**src/cbm_pkg.sv**
```systemverilog
// Shared types and constants for the cartridge bank mapper with IRQ counter.
`default_nettype none
package cbm_pkg;

	typedef enum logic [1:0] {
		OP_CPU_WRITE = 2'd0,
		OP_CPU_TICK  = 2'd1,
		OP_PPU_CYCLE = 2'd2,
		OP_LOOKUP    = 2'd3
	} op_t;

	// CPU register window, selected by address bits 14:13
	typedef enum logic [1:0] {
		RGN_BANK   = 2'd0,
		RGN_MIRROR = 2'd1,
		RGN_IRQ    = 2'd2,
		RGN_ACK    = 2'd3
	} region_t;

	// bank select field of the command register; other codes write nothing
	typedef enum logic [3:0] {
		SEL_CHR0 = 4'd0,
		SEL_CHR2 = 4'd1,
		SEL_CHR4 = 4'd2,
		SEL_CHR5 = 4'd3,
		SEL_CHR6 = 4'd4,
		SEL_CHR7 = 4'd5,
		SEL_PRG0 = 4'd6,
		SEL_PRG1 = 4'd7,
		SEL_CHR1 = 4'd8,
		SEL_CHR3 = 4'd9,
		SEL_PRG2 = 4'd15
	} sel_t;

	localparam int CMD_CHR_INV_BIT  = 7;
	localparam int CMD_PRG_SWAP_BIT = 6;
	localparam int CMD_CHR_1K_BIT   = 5;
	localparam int PPU_A12_BIT      = 12;

	localparam logic [2:0] PRESCALE_RELOAD = 3'd4;
	localparam logic [2:0] ASSERT_DELAY    = 3'd4;
	localparam logic [3:0] A12_HOLD        = 4'd8;
	localparam logic [7:0] PRG_LAST_BANK   = 8'hFF;

	typedef struct packed {
		logic       irq_asserted;
		logic [7:0] prg_bank;
		logic [7:0] chr_bank;
		logic       mirror_horizontal;
	} res_t;

endpackage
`default_nettype wire

```
**src/cbm_core.sv**
```systemverilog
// Mapper register file, IRQ counter and bank lookup for one beat.
`default_nettype none
module cbm_core (
	input  wire logic          clk,
	input  wire logic          arst_n,
	input  wire logic          fire,
	input  wire logic [1:0]    op,
	input  wire logic [15:0]   address,
	input  wire logic [7:0]    data,
	input  wire logic          rendering,
	output cbm_pkg::res_t      res
);

	logic [7:0] cmd_q, cmd_n;
	logic [7:0] prg_q [3];
	logic [7:0] prg_n [3];
	logic [7:0] chr_q [8];
	logic [7:0] chr_n [8];
	logic       mirror_q, mirror_n;
	logic       en_q, en_n;
	logic [7:0] cnt_q, cnt_n;
	logic [7:0] rld_q, rld_n;
	logic       rpend_q, rpend_n;
	logic       mode_q, mode_n;
	logic [3:0] filt_q, filt_n;
	logic [2:0] pre_q, pre_n;
	logic [2:0] dly_q, dly_n;
	logic       line_q, line_n;

	logic       cnt_clk;
	logic [2:0] pre_dec;
	logic [2:0] chr_idx;
	logic [2:0] chr_rd;
	logic [7:0] chr_word;
	logic [1:0] prg_rd;

	cbm_pkg::op_t     op_c;
	cbm_pkg::region_t rgn;

	assign op_c    = cbm_pkg::op_t'(op);
	assign rgn     = cbm_pkg::region_t'(address[14:13]);
	assign pre_dec = pre_q - 3'd1;

	always_comb begin
		cmd_n    = cmd_q;
		prg_n    = prg_q;
		chr_n    = chr_q;
		mirror_n = mirror_q;
		en_n     = en_q;
		cnt_n    = cnt_q;
		rld_n    = rld_q;
		rpend_n  = rpend_q;
		mode_n   = mode_q;
		filt_n   = filt_q;
		pre_n    = pre_q;
		dly_n    = dly_q;
		line_n   = line_q;
		cnt_clk  = 1'b0;
		unique case (op_c)
			cbm_pkg::OP_CPU_WRITE: begin
				if (address[15]) begin
					unique case (rgn)
						cbm_pkg::RGN_BANK: begin
							if (!address[0]) begin
								cmd_n = data;
							end else begin
								case (cbm_pkg::sel_t'(cmd_q[3:0]))
									cbm_pkg::SEL_CHR0: chr_n[0] = data;
									cbm_pkg::SEL_CHR2: chr_n[2] = data;
									cbm_pkg::SEL_CHR4: chr_n[4] = data;
									cbm_pkg::SEL_CHR5: chr_n[5] = data;
									cbm_pkg::SEL_CHR6: chr_n[6] = data;
									cbm_pkg::SEL_CHR7: chr_n[7] = data;
									cbm_pkg::SEL_PRG0: prg_n[0] = data;
									cbm_pkg::SEL_PRG1: prg_n[1] = data;
									cbm_pkg::SEL_CHR1: chr_n[1] = data;
									cbm_pkg::SEL_CHR3: chr_n[3] = data;
									cbm_pkg::SEL_PRG2: prg_n[2] = data;
									default: ;
								endcase
							end
						end
						cbm_pkg::RGN_MIRROR: begin
							if (!address[0]) mirror_n = data[0];
						end
						cbm_pkg::RGN_IRQ: begin
							if (address[0]) begin
								mode_n  = data[0];
								rpend_n = 1'b1;
								pre_n   = data[0] ? cbm_pkg::PRESCALE_RELOAD : 3'd0;
							end else begin
								rld_n = data;
							end
						end
						cbm_pkg::RGN_ACK: begin
							en_n   = address[0];
							line_n = 1'b0;
						end
						default: ;
					endcase
				end
			end
			cbm_pkg::OP_PPU_CYCLE: begin
				if (!mode_q && rendering) begin
					if (filt_q != 4'd0) filt_n = filt_q - 4'd1;
					if (address[cbm_pkg::PPU_A12_BIT]) begin
						if (filt_n == 4'd0) pre_n = 3'd1;
						filt_n = cbm_pkg::A12_HOLD;
					end
				end
			end
			cbm_pkg::OP_CPU_TICK: begin
				if (mode_q) begin
					pre_n = pre_dec;
					if (pre_dec == 3'd0) begin
						cnt_clk = 1'b1;
						pre_n   = cbm_pkg::PRESCALE_RELOAD;
					end
				end else if (pre_q != 3'd0) begin
					pre_n = pre_dec;
					if (pre_dec == 3'd0) cnt_clk = 1'b1;
				end
				if (cnt_clk) begin
					if (rpend_q) begin
						rpend_n = 1'b0;
						cnt_n   = {rld_q[7:1], rld_q[0] | (rld_q != 8'd0)};
					end else if (cnt_q == 8'd0) begin
						cnt_n = rld_q;
					end else begin
						cnt_n = cnt_q - 8'd1;
					end
					if (en_q && cnt_n == 8'd0) dly_n = cbm_pkg::ASSERT_DELAY;
				end
				if (dly_n != 3'd0) begin
					dly_n = dly_n - 3'd1;
					if (dly_n == 3'd0) line_n = 1'b1;
				end
			end
			cbm_pkg::OP_LOOKUP: ;
			default: ;
		endcase
	end

	// lookups see the state after this beat's update
	always_comb begin
		chr_idx = address[12:10] ^ {cmd_n[cbm_pkg::CMD_CHR_INV_BIT], 2'b00};
		chr_rd  = (cmd_n[cbm_pkg::CMD_CHR_1K_BIT] || chr_idx[2]) ?
			chr_idx : {1'b0, chr_idx[1], 1'b0};
		chr_word = chr_n[chr_rd];
		if (!(cmd_n[cbm_pkg::CMD_CHR_1K_BIT] || chr_idx[2]))
			chr_word = {chr_word[7:1], chr_idx[0]};
		unique case (address[14:13])
			2'd0:    prg_rd = cmd_n[cbm_pkg::CMD_PRG_SWAP_BIT] ? 2'd2 : 2'd0;
			2'd1:    prg_rd = 2'd1;
			2'd2:    prg_rd = cmd_n[cbm_pkg::CMD_PRG_SWAP_BIT] ? 2'd0 : 2'd2;
			default: prg_rd = 2'd3;
		endcase
		res.irq_asserted      = line_n;
		res.mirror_horizontal = mirror_n;
		if (!address[15])
			res.prg_bank = 8'd0;
		else if (prg_rd == 2'd3)
			res.prg_bank = cbm_pkg::PRG_LAST_BANK;
		else
			res.prg_bank = prg_n[prg_rd];
		res.chr_bank = (address[15:13] != 3'd0) ? 8'd0 : chr_word;
	end

	always_ff @(posedge clk or negedge arst_n) begin
		if (!arst_n) begin
			cmd_q    <= 8'd0;
			for (int i = 0; i < 3; i++) prg_q[i] <= cbm_pkg::PRG_LAST_BANK;
			for (int i = 0; i < 8; i++) chr_q[i] <= 8'(i);
			mirror_q <= 1'b0;
			en_q     <= 1'b0;
			cnt_q    <= 8'd0;
			rld_q    <= 8'd0;
			rpend_q  <= 1'b0;
			mode_q   <= 1'b0;
			filt_q   <= 4'd0;
			pre_q    <= 3'd0;
			dly_q    <= 3'd0;
			line_q   <= 1'b0;
		end else if (fire) begin
			cmd_q    <= cmd_n;
			prg_q    <= prg_n;
			chr_q    <= chr_n;
			mirror_q <= mirror_n;
			en_q     <= en_n;
			cnt_q    <= cnt_n;
			rld_q    <= rld_n;
			rpend_q  <= rpend_n;
			mode_q   <= mode_n;
			filt_q   <= filt_n;
			pre_q    <= pre_n;
			dly_q    <= dly_n;
			line_q   <= line_n;
		end
	end

endmodule
`default_nettype wire

```
**src/cbm_skid.sv**
```systemverilog
// Two-entry output buffer: result register plus skid register.
`default_nettype none
module cbm_skid (
	input  wire logic          clk,
	input  wire logic          arst_n,
	input  wire logic          push,
	input  wire cbm_pkg::res_t push_res,
	output logic               full,
	output logic               out_valid,
	input  wire logic          out_stall,
	output cbm_pkg::res_t      out_res
);

	logic          main_v_q, skid_v_q;
	cbm_pkg::res_t main_q, skid_q;
	logic          pop_ok;

	assign full      = skid_v_q;
	assign out_valid = main_v_q;
	assign out_res   = main_q;
	assign pop_ok    = !main_v_q || !out_stall;

	always_ff @(posedge clk or negedge arst_n) begin
		if (!arst_n) begin
			main_v_q <= 1'b0;
			skid_v_q <= 1'b0;
		end else if (pop_ok) begin
			main_v_q <= skid_v_q || push;
			skid_v_q <= 1'b0;
		end else if (push) begin
			skid_v_q <= 1'b1;
		end
	end

	always_ff @(posedge clk) begin
		if (pop_ok) begin
			main_q <= skid_v_q ? skid_q : push_res;
		end else if (push) begin
			skid_q <= push_res;
		end
	end

endmodule
`default_nettype wire

```
**src/cartridge_bank_mapper_irq_unit.sv**
```systemverilog
// Top level of the cartridge bank mapper with scanline/CPU-cycle IRQ counter.
// Input channel (in_valid / in_stall): one beat is one bus event, chosen by op:
//   CPU write to the mapper window, CPU cycle tick, PPU bus cycle, or lookup only.
//   address feeds the write decode, the program slot, the pattern slot and PPU A12.
// Output channel (out_valid / out_stall): one result beat per input beat, in order:
//   IRQ line, 8 KB program bank, 1 KB pattern bank and mirroring, all taken after
//   the input beat's own effect on the mapper state.
// Result: a taken beat's result is registered, in the skid entry on a stall.
// Throughput: one beat per clock while in_stall is low; the state update and both
//   bank lookups fit between the input ports and the result register.
// Stall: the result register holds while out_stall is high; a skid register takes
//   one more result, and in_stall rises only when that skid entry is occupied.
// Reset (arst_n low): banks go to their power-up values (program banks to the last
//   bank, pattern bank i to i), IRQ counter, prescaler and line clear, both
//   channels empty; in_stall is low right after reset.
`default_nettype none
module cartridge_bank_mapper_irq_unit (
	input  wire logic        clk,
	input  wire logic        arst_n,
	input  wire logic        in_valid,
	output logic             in_stall,
	input  wire logic [1:0]  op,
	input  wire logic [15:0] address,
	input  wire logic [7:0]  data,
	input  wire logic        rendering,
	output logic             out_valid,
	input  wire logic        out_stall,
	output logic             irq_asserted,
	output logic [7:0]       prg_bank,
	output logic [7:0]       chr_bank,
	output logic             mirror_horizontal
);

	logic          accept;
	cbm_pkg::res_t res_c;
	cbm_pkg::res_t res_q;

	// a valid beat is taken whenever the skid entry is free
	assign accept = in_valid && !in_stall;

	// register file and counter; result is formed from the post-update state
	cbm_core u_core (
		.clk      (clk),
		.arst_n   (arst_n),
		.fire     (accept),
		.op       (op),
		.address  (address),
		.data     (data),
		.rendering(rendering),
		.res      (res_c)
	);

	// result register and skid entry decouple a stalled receiver from the input side
	cbm_skid u_skid (
		.clk      (clk),
		.arst_n   (arst_n),
		.push     (accept),
		.push_res (res_c),
		.full     (in_stall),
		.out_valid(out_valid),
		.out_stall(out_stall),
		.out_res  (res_q)
	);

	assign irq_asserted      = res_q.irq_asserted;
	assign prg_bank          = res_q.prg_bank;
	assign chr_bank          = res_q.chr_bank;
	assign mirror_horizontal = res_q.mirror_horizontal;

endmodule
`default_nettype wire

```
**config.mk**
```make
export PLATFORM = sky130hd
export DESIGN_NAME = cartridge_bank_mapper_irq_unit
export DESIGN_NICKNAME = d
export VERILOG_FILES = /design/src/cbm_pkg.sv /design/src/cbm_core.sv /design/src/cbm_skid.sv /design/src/cartridge_bank_mapper_irq_unit.sv
export SDC_FILE = /design/constraint.sdc
export NUM_CORES = 1
export LEC_CHECK = 0
export BUFFER_PORTS_ARGS = -buffer_cell sky130_fd_sc_hd__buf_2
export CAP_MARGIN = 10
export CORE_ASPECT_RATIO = 1.2
export CORE_MARGIN = 10
export CORE_UTILIZATION = 48
export CTS_CLUSTER_SIZE = 16
export DETAILED_ROUTE_END_ITERATION = 10
export PLACE_DENSITY = 0.64
export SLEW_MARGIN = 20
export SYNTH_ARGS = -nofsm -noshare
export SYNTH_HDL_FRONTEND = slang
export SYNTH_SLANG_ARGS = --single-unit
```
**constraint.sdc**
```tcl
create_clock -name clk -period 7.7 [get_ports clk]
set_input_delay 2.31 -clock clk [delete_from_list [all_inputs] [get_ports clk]]
set_output_delay 2.31 -clock clk [all_outputs]
set_load 0.005 [all_outputs]
```
==> impl_metrics.toml, run 1 <==
[die]
row_count = 53
ios = 51
start_util = 0.493
die_x_um = 143
die_area_um2 = 23900
core_um2 = 17600
die_h_um = 168

[clock_tree]
cts-root-buf = "clkbuf_16"
cts_tree = "built"
ctsLongestPathBuffers = 2
cts_hold_buf = 0
clock_sinks = 164
cts_made_buffers = 17
path_clk_slew_ns = 0.08
cts_resized = 0
cts_setup_buffers = 0
insertion_delay_ns = 0.44
htree_levels = 4

[grt]
grt_overflow_total = 0
grt_start_max_net_pins = 69
grt_pass1_wl_mm = 36.6
track_usage = 0.194
grt_antenna_before_repair = 1
grt_pass1_vias = 6847

[logic_synthesis]
ys_types = 70
synth_mux_area_frac = 0.0663
synth-xor-area-share = 0.00704
synth-edff-count = 36
ys.flop_type = "dfrtp_1"
syn_area_um2 = 8700
syn_inst = 896
syn_nets = 940
syn_avg_cell_area_um2 = 9.71
synth_simple_gate_area_share = 0.182
synth_compound_area_frac = 0.187
ys_seq_elements = 164
synth_top_family_by_area = "compound AO/OA/AOI/OAI gates"
synthAdderAreaFrac = 0.0187
yosys_warnings = 0
async_flop_share = 0.780
yosysSeqAreaShare = 0.497

[power_and_ir_drop]
power_density_nw_per_um2 = 243
peakVddDrop_uv = 158
p_leak_nw = 3.99

[setup_path]
worstRegToRegCells = 14
path_class = "in -> reg"
cp.required_ns = 7.89
crit_fanout = 22
cp-endpoint = "u_skid.out_res[4]"
r2r-end = "u_skid.out_res[17]"
cp.arrival_ns = 5.77
r2r_setup_slack_ns = 3.91
crit_path_start_kind = "primary input"
reg2reg_from = "u_core.cnt_q[0]"
cp-end-kind = "register"
crit_start = "op[0]"

[route]
via_count = 6816
wirelength_mm = 22.7
wl_per_cell_um = 19.9
drcViolationCount = 0
avgViaCountPerCell = 5.97
first_pass_iters = 5
ant_nets = 0
drt_iter0_markers = 566

[timing]
finalCritPeriodShare = 0.725
rsz0062_at_grt = "false"
fin_setup_tns_ns = 0
skew_ns = 0.0121
finalHoldViolCount = 0
slew_headroom = 0.296
hold_slack_ns = 0.479
max_freq_ghz = 0.179
worst_slack_ns = 2.11
setup_violations = 0
tightestPinTransition_ns = 1.05
fin_crit_ns = 5.59
slew_violations = 0

[placed_design]
dp.cells = 1108
dp_slack_ns = 1.69
hpwl_mm = 15.3
gp_congestion = 0.915
numPortBuffers = 41

[hold_path]
hold_path_class = "reg -> reg"

[layout]
fin_nets = 951
multi_input_area_um2 = 4020
post-route-util = 0.543
regArea_um2 = 4330
n_fill_cell = 1639
areaGrowthSynthToFinish_pct = 10.1
layout-drive-gt1-share = 0.191
fin_cells = 1141

[run_status]
outcome = "complete, no violations"

[job]
cap_viol_max_count = 0
## how the worst min path moves through the flow
| stage | end | start | cells past startpoint | slack [ns] |
|---|---|---|---|---|
| 6_report | u_core.chr_q[30] | u_core.chr_q[30] | 2 | 0.48 |
| 5_1_grt | u_core.prg_q[13] | u_core.prg_q[13] | 2 | 0.50 |
| 4_1_cts | u_core.chr_q[17] | u_core.chr_q[17] | 2 | 0.48 |
| 3_5_place_dp | u_core.mirror_q | u_core.mirror_q | 2 | 0.46 |
| 3_3_place_gp | u_core.chr_q[22] | u_core.chr_q[22] | 2 | 0.46 |
| 2_1_floorplan | u_core.chr_q[17] | u_core.chr_q[17] | 2 | 0.44 |
## worst max-delay path: stages
cell       delay (ns)
buf_2            0.12
inv_1            0.08
ha_1             0.32
and3b_1          0.48
a2111oi_4        0.12
buf_4            0.23
nor2_2           0.83
mux2i_2          0.56
o22ai_1          0.19
nor4_2           0.40
o21ai_1          0.12
## through the flow
stage                     power [mW]  cell area (um^2)
after detailed placement        1.50              8990
after floorplan                 1.37              8700
after global routing            2.45              9580
after CTS                       2.34              9580
after global placement          1.49              8990
final                           2.32              9580
## routing by layer
layer / GRT usage / vias to the layer above / routed length, um / part of all wire
met5: 0 / - / 0 / 0
met4: 0.0993 / 0 / 837 / 0.037
met3: 0.0331 / 55 / 754 / 0.033
met2: 0.328 / 143 / 11500 / 0.51
met1: 0.229 / 3302 / 9590 / 0.42
li1: - / 3316 / - / -
## logic make-up after synthesis
logic type | Yosys count
compound gates | 254
fa+ha+maj | 13
xor+xnor | 7
simple gates | 320
flops | 164
buf+inv | 86
mux | 52
## power breakdown
| part | switching, mW | internal, mW | leakage (nW) |
|---|---|---|---|
| sequential | 0.0639 | 0.969 | 1.97 |
| combinational | 0.275 | 0.177 | 1.75 |
| clock | 0.406 | 0.433 | 0.274 |
| total | 0.745 | 1.58 | 3.99 |
## registers in the layout, summed over array words and instances (netlist names), 3 cells and up
register,count
u_core.chr_q,64
u_core.cmd_q,7
u_core.cnt_q,8
u_core.dly_q,3
u_core.filt_q,4
u_core.pre_q,3
u_core.prg_q,24
u_core.rld_q,8
u_skid.out_res,18
u_skid.skid_q,18
## cell type report
type,count,share of cell area
flip-flops and latches,164,0.452
clock buffers,17,0.0444
repair buffers,48,0.0272
inverters,30,0.0118
well taps,220,0.0287
diodes,1,0.000261
clock inverters,15,0.0168
multi-input cells,646,0.419
## cell usage after synthesis, types with 7 or more instances
| library cell | n | area [um^2] |
|---|---|---|
| clkbuf_1 | 40 | 150 |
| inv_1 | 29 | 109 |
| nor2b_1 | 15 | 93.8 |
| dfstp_2 | 36 | 946 |
| o311a_1 | 7 | 70.1 |
| or4_1 | 21 | 158 |
| and3_1 | 12 | 75.1 |
| o211ai_1 | 7 | 52.6 |
| a31oi_1 | 11 | 68.8 |
| dfrtp_1 | 92 | 2300 |
| o21ai_0 | 104 | 521 |
| nor4_2 | 7 | 87.6 |
| a211oi_1 | 9 | 67.6 |
| o21ai_1 | 9 | 45.0 |
| o22ai_1 | 10 | 62.6 |
| o221ai_1 | 17 | 149 |
| o21a_1 | 9 | 67.6 |
| nor3_1 | 9 | 45.0 |
| buf_2 | 9 | 45.0 |
| ha_1 | 13 | 163 |
| nand2_1 | 141 | 529 |
| nor2_1 | 53 | 199 |
| nand3_1 | 18 | 90.1 |
| mux2i_1 | 9 | 90.1 |
| o31ai_1 | 21 | 158 |
| edfxtp_1 | 36 | 1080 |
| a21oi_1 | 28 | 140 |
| mux2_2 | 42 | 473 |
## cells in the final DEF, fill, tap and decap left out, types with 8 or more instances in the layout
cell	synthesis	routed
o21ai_1	9	9
mux2i_1	9	9
and3_1	12	12
a31oi_1	11	11
buf_4	1	8
nor3_1	9	9
nor2_1	53	53
o31ai_1	21	21
nand3_1	18	18
ha_1	13	13
nor2b_1	15	15
or4_1	21	21
o221ai_1	17	17
dfrtp_1	92	92
nand2_1	141	141
buf_2	9	40
o21ai_0	104	104
mux2_2	42	42
edfxtp_1	36	36
dfstp_2	36	36
o22ai_1	10	10
a211oi_1	9	9
clkbuf_16	0	17
a21oi_1	28	28
inv_1	29	29
o21a_1	9	9
No activity file was read; power rests on OpenSTA's default activity.
==> run 2: changes to the inputs <==
--- a/config.mk
+++ b/config.mk
@@ -5,6 +5,7 @@
 export SDC_FILE = /design/constraint.sdc
 export NUM_CORES = 1
 export LEC_CHECK = 0
+export ABC_AREA = 1
 export BUFFER_PORTS_ARGS = -buffer_cell sky130_fd_sc_hd__buf_2
 export CAP_MARGIN = 10
 export CORE_ASPECT_RATIO = 1.2
@@ -12,7 +13,7 @@
 export CORE_UTILIZATION = 48
 export CTS_CLUSTER_SIZE = 16
 export DETAILED_ROUTE_END_ITERATION = 10
-export PLACE_DENSITY = 0.64
+export PLACE_DENSITY = 0.67
 export SLEW_MARGIN = 20
 export SYNTH_ARGS = -nofsm -noshare
 export SYNTH_HDL_FRONTEND = slang
==> constraint.sdc (replaced) <==
create_clock -name clk -period 4.8 [get_ports clk]
set_input_delay 1.44 -clock clk [delete_from_list [all_inputs] [get_ports clk]]
set_output_delay 1.44 -clock clk [all_outputs]
set_load 0.005 [all_outputs]
==> run 2 against run 1 <==
  * Critical path depth up 2
  * Worst hold slack got worse by 0.011 ns
  * Wire length decreased by 3.4%
  * Critical path type unchanged
  * Critical endpoint is now u_skid.skid_q[5]
  * Largest cell class unchanged
==> impl_metrics.toml, run 2 <==
[setup_path]
crit_fanout = 32
crit_path_start_kind = "primary input"
path_class = "in -> reg"
path_cells = "buf_2 > inv_1 > ha_1 > nand2_1 > nor2_4 > nand2_4 > o21ai_4 > nand3_4 > nand2_4 > nand2_1 > nand3_1 > nand3_1 > and3_1"
cp.arrival_ns = 3.73
critPathMaxStageDelay_ns = 0.39
slowest_stage = "nand2_4"
cp.required_ns = 4.99
cp-end-kind = "register"
worstRegToRegCells = 16

[grt]
grt_pass1_vias = 7124
grt_overflow_total = 0
grt_start_max_net_pins = 130
grt_antenna_before_repair = 0
track_usage = 0.186
grt_pass1_wl_mm = 36.4

[timing]
slew_violations = 0
tightestPinTransition_ns = 0.847
fin_setup_tns_ns = 0
skew_ns = 0.0110
rsz0062_at_grt = "false"
setup_violations = 0
hold_slack_ns = 0.468
worst_slack_ns = 1.26
max_freq_ghz = 0.283
fin_crit_ns = 3.54
finalHoldViolCount = 0
finalCritPeriodShare = 0.737
slew_headroom = 0.434

[route]
ant_nets = 0
wirelength_mm = 21.9
wl_per_cell_um = 15.9
first_pass_iters = 5
drt_iter0_markers = 581
via_count = 7586
drcViolationCount = 0
avgViaCountPerCell = 5.51

[placed_design]
post_dp_cell_area_um2 = 9140
hpwl_mm = 14.4
gp_congestion = 0.880
dp.cells = 1344
numPortBuffers = 41
dp_slack_ns = 0.839

[logic_synthesis]
synthTopCellsByCount = "nand2_1 (333), o21ai_0 (141), nand3_1 (97), dfrtp_1 (92), nor2_1 (90)"
synth_area_leader_cell = "dfrtp_1"
yosys_warnings = 0
ys_types = 46
ys.flop_type = "dfrtp_1"
yosysSeqAreaShare = 0.490
async_flop_share = 0.780
synthTopCellsByArea = "dfrtp_1 (26%), nand2_1 (14%), edfxtp_1 (12%)"
ys_seq_elements = 164
synth-edff-count = 36
synth_most_common_cell = "nand2_1"
syn_avg_cell_area_um2 = 7.82
synth_top_area_share = 0.260
syn_inst = 1131
syn_area_um2 = 8840
syn_nets = 1175

[hold_path]
hold_path_class = "reg -> reg"
min_path_cells = 2

[layout]
diodes = 0
postLayoutCellArea_um2 = 9710
areaGrowthSynthToFinish_pct = 9.85
largest_register_ffs = 64
final_cell_mix = "nand2_1 (332), o21ai_0 (141), nand3_1 (97)"
fin_cells = 1376
top_regs = "u_core.chr_q: 64 flops, u_core.prg_q: 24 flops"
layout-drive-gt1-share = 0.131
n_fill_cell = 1710
regMostFlops = "u_core.chr_q"
fin_nets = 1183
final_common_cell = "nand2_1"

[die]
core_um2 = 18200
row_count = 54
die_x_um = 144
start_util = 0.486
die_h_um = 169
ios = 51
die_area_um2 = 24300

[clock_tree]
cts_made_buffers = 17
cts_resized = 0
cts_hold_buf = 0
path_clk_slew_ns = 0.06
htree_levels = 4
cts_tree = "built"
cts_setup_buffers = 0
cts-root-buf = "clkbuf_16"
insertion_delay_ns = 0.43
clock_sinks = 164
ctsLongestPathBuffers = 2

[power_and_ir_drop]
p_leak_nw = 4.43
power_density_nw_per_um2 = 375
peakVddDrop_uv = 242

[job]
cap_viol_max_count = 0

[run_status]
outcome = "complete, no violations"
run 2: cell types whose count changed after synthesis, moves of 10 or more:
cell	before	now
a21oi_1	28	56
nand3_1	18	97
o21ai_1	9	27
o221ai_1	17	0
mux2_2	42	0
o21ai_0	104	141
a31oi_1	11	1
inv_1	29	65
nor2_1	53	90
or4_1	21	0
o31ai_1	21	0
nand2_1	141	333
nor2b_1	15	0
run 2: final cells by class:
| class | count | area, um^2 | share of cell area |
|---|---|---|---|
| Clock buffer | 23 | 468 | 0.0482 |
| Sequential cell | 164 | 4330 | 0.446 |
| Timing Repair Buffer | 49 | 284 | 0.0292 |
| Clock inverter | 9 | 95.1 | 0.00979 |
| Tap cell | 224 | 280 | 0.0289 |
| Multi-Input combinational cell | 832 | 3970 | 0.409 |
| Inverter | 75 | 282 | 0.0290 |
run 2: power by group:
group / total (mW) / switching, mW / internal, mW
logic: 0.695 / 0.464 / 0.231
registers: 1.63 / 0.0714 / 1.56
clock network: 1.32 / 0.569 / 0.746
run 2: final timing paths:
check	startpoint	to	slack, ns
worst max-delay path	op[0]	u_skid.skid_q[5]	1.26
worst min-delay path	u_core.prg_q[8]	u_core.prg_q[8]	0.47
worst max register to register	u_core.cnt_q[0]	u_skid.out_res[17]	1.56
worst min register to register	u_core.prg_q[8]	u_core.prg_q[8]	0.47
max in group asynchronous	arst_n	u_core.chr_q[0]	2.96
min in group asynchronous	arst_n	u_core.cnt_q[5]	0.95
run 2: cells by family after synthesis:
family	share of synthesized area
adders and majority gates	0.0184
DFF	0.490
and+or+nand+nor	0.276
AOI/OAI and AO/OA	0.149
xor gates and xnor gates	0.00495
buffers and inverters	0.0617
run 2: through the flow:
stage | power [mW] | util
4_1_cts | 3.68 | 0.534
3_3_place_gp | 2.34 | 0.503
5_1_grt | 3.85 | 0.534
2_1_floorplan | 2.14 | -
3_5_place_dp | 2.36 | 0.503
6_report | 3.64 | 0.534
run 2: critical path, delay by kind of cell:
kind,cells,cell delay [ns]
fa+ha+maj,1,0.22
compound gates,1,0.17
buf+inv,2,0.20
simple gates,9,1.70
run 2: metal layers:
metal	routed length [um]	GRT usage	vias to the layer above
li1	-	-	3772
met1	9510	0.228	3635
met2	11000	0.316	149
met3	802	0.0330	30
met4	591	0.0760	0
met5	0	0	-
==> run 3: changes to the inputs <==
--- a/config.mk
+++ b/config.mk
@@ -5,7 +5,7 @@
 export SDC_FILE = /design/constraint.sdc
 export NUM_CORES = 1
 export LEC_CHECK = 0
-export ABC_AREA = 1
+export ABC_AREA = 0
 export BUFFER_PORTS_ARGS = -buffer_cell sky130_fd_sc_hd__buf_2
 export CAP_MARGIN = 10
 export CORE_ASPECT_RATIO = 1.2
@@ -13,7 +13,7 @@
 export CORE_UTILIZATION = 48
 export CTS_CLUSTER_SIZE = 16
 export DETAILED_ROUTE_END_ITERATION = 10
-export PLACE_DENSITY = 0.67
+export PLACE_DENSITY = 0.64
 export SLEW_MARGIN = 20
 export SYNTH_ARGS = -nofsm -noshare
 export SYNTH_HDL_FRONTEND = slang
==> constraint.sdc (replaced) <==
create_clock -name clk -period 3.5 [get_ports clk]
set_input_delay 1.05 -clock clk [delete_from_list [all_inputs] [get_ports clk]]
set_output_delay 1.05 -clock clk [all_outputs]
set_load 0.005 [all_outputs]
==> run 3 against run 2 <==
  * Die area is 1.3% lower
  * Critical path depth is 1 lower
  * Setup slack worse by 1.1 ns
  * Final cell count is 12% lower
  * Sequential share of layout area is 2.4 points lower
  * Largest cell class unchanged
  * Clock skew is 0.0010 ns higher
  * Total power is 44% higher
  * Flip-flop and latch count stayed put
  * Combinational power is 58% higher
==> impl_metrics.toml, run 3 (same netlist as run 1, synthesis figures left out) <==
[timing]
finalCritPeriodShare = 0.959
slew_violations = 0
slew_headroom = 0.540
rsz0062_at_grt = "false"
setup_violations = 0
finalHoldViolCount = 0
max_freq_ghz = 0.298
tightestPinTransition_ns = 0.670
skew_ns = 0.0120
fin_crit_ns = 3.36

[setup_path]
crit_path_start_kind = "primary input"
cp-end-kind = "register"
worstRegToRegCells = 14
crit_top_cell = "buf_4"
path_cells = "buf_2 > inv_1 > ha_1 > buf_4 > and4b_1 > and3_1 > or3_1 > o221ai_1 > o22ai_1 > nor4_2 > buf_4 > o21ai_1"
cp.required_ns = 3.67
critPathMaxStageDelay_ns = 0.48
reg2reg_from = "u_core.cnt_q[0]"
r2r-end = "u_skid.out_res[17]"
path_class = "in -> reg"
crit_buf_inv = 4
crit_fanout = 7
cp.arrival_ns = 3.53
critPathTopFamily = "simple AND/OR/NAND/NOR gates"
r2r_setup_slack_ns = 0.38
slowest_stage = "or3_1"

[die]
die_h_um = 168
die_x_um = 143
die_area_um2 = 23900
ios = 51
core_um2 = 17600
row_count = 53
start_util = 0.493

[clock_tree]
cts_made_buffers = 17
path_clk_slew_ns = 0.06
ctsLongestPathBuffers = 2
cts_tree = "built"
cts_hold_buf = 0
clock_sinks = 164
htree_levels = 4
cts_setup_buffers = 0
insertion_delay_ns = 0.44
cts_resized = 0
cts-root-buf = "clkbuf_16"

[layout]
layout-drive-gt1-share = 0.260
final_cell_mix = "nand2_1 (141), o21ai_0 (104), dfrtp_1 (92)"
regMostFlops = "u_core.chr_q"
final_common_cell = "nand2_1"
n_fill_cell = 1546
postLayoutCellArea_um2 = 10300
diodes = 0
areaGrowthSynthToFinish_pct = 17.9
fin_nets = 1028
top_regs = "u_core.chr_q: 64 flops, u_core.prg_q: 24 flops"
largest_register_ffs = 64

[route]
first_pass_iters = 5
wl_per_cell_um = 19.1
avgViaCountPerCell = 5.79
drt_iter0_markers = 414
ant_nets = 0
wirelength_mm = 23.3
via_count = 7048
drcViolationCount = 0

[power_and_ir_drop]
power_mw = 5.25
power_density_nw_per_um2 = 511
peakVddDrop_uv = 338
p_leak_nw = 4.41

[grt]
grt_overflow_total = 0
grt_start_max_net_pins = 53
grt_pass1_wl_mm = 37.8
grt_pass1_vias = 7073
track_usage = 0.200
grt_antenna_before_repair = 0

[hold_path]
hold_end = "u_core.chr_q[3]"
min_path_cells = 2
hold_path_class = "reg -> reg"
min_from = "u_core.chr_q[3]"

[run_status]
outcome = "complete, no violations"

[placed_design]
hpwl_mm = 16.8
gp_congestion = 0.915
post_dp_cell_area_um2 = 9620
numPortBuffers = 41

[job]
cap_viol_max_count = 0
-- run 3: changes by cell type in the layout (fill, tap and decap cells not counted), moves of 13 or more --
cell	previous run	this run
a21oi_1	56	28
nor2b_1	0	13
o21ai_1	27	7
o31ai_1	0	21
o221ai_1	0	15
mux2_2	0	42
o21ai_0	141	104
nand3_1	97	18
inv_1	65	29
nor2_1	90	53
or4_1	0	21
buf_4	7	80
nand2_1	332	141
-- run 3: report_power, final --
group          total, mW  switching [mW]  internal, mW
Combinational       1.10           0.637         0.465
Sequential          2.28           0.146          2.13
Clock               1.87           0.775          1.09
-- run 3: final cells by class --
class	count	area (um^2)	area share
well taps	220	275	0.0268
clock buffers	21	460	0.0449
inverters	30	113	0.0110
repair buffers	125	892	0.0869
clock inverters	11	129	0.0126
flip-flops and latches	164	4330	0.422
multi-input cells	646	4060	0.396
-- run 3: worst register-to-register path, cell delays in order (launching register included) --
cell       delay [ns]
dfrtp_1          0.38
inv_1            0.11
ha_1             0.24
nand2b_1         0.12
nor4_2           0.23
a21oi_1          0.15
a2111oi_2        0.40
o2111ai_2        0.18
and2_1           0.21
inv_1            0.05
ha_1             0.16
ha_1             0.24
inv_1            0.06
a31oi_1          0.23
o31ai_1          0.11
-- run 3: worst max path at each step --
stage | to | slack (ns) | depth (start not counted) | start
CTS | u_skid.out_res[5] | 0.004 | 12 | op[0]
global placement | u_skid.out_res[4] | -0.40 | 11 | op[0]
finish | u_skid.out_res[4] | 0.14 | 12 | op[0]
detailed placement | u_skid.out_res[5] | -0.44 | 11 | op[0]
floorplan | u_skid.out_res[7] | 0.07 | 12 | op[0]
global route | u_skid.out_res[17] | 0.03 | 14 | u_core.cnt_q[0]
-- run 3: per-stage QoR --
step                      hold slack, ns  setup WS [ns]   util  instances  setup TNS, ns
final                              0.476          0.143  0.582       1217              0
after global routing               0.505         0.0288  0.582       1217              0
after CTS                          0.480        0.00425  0.579       1217              0
after detailed placement           0.467         -0.440  0.545       1185          -6.11
after global placement             0.456         -0.402  0.545       1185          -5.41
after floorplan                    0.442         0.0730      -        896              0
-- run 3: routing by layer --
metal	wire length, um	GRT usage	vias up
met5	0	0	-
met4	683	0.0804	0
met3	904	0.0396	46
met2	11900	0.345	160
met1	9810	0.236	3376
li1	-	-	3466
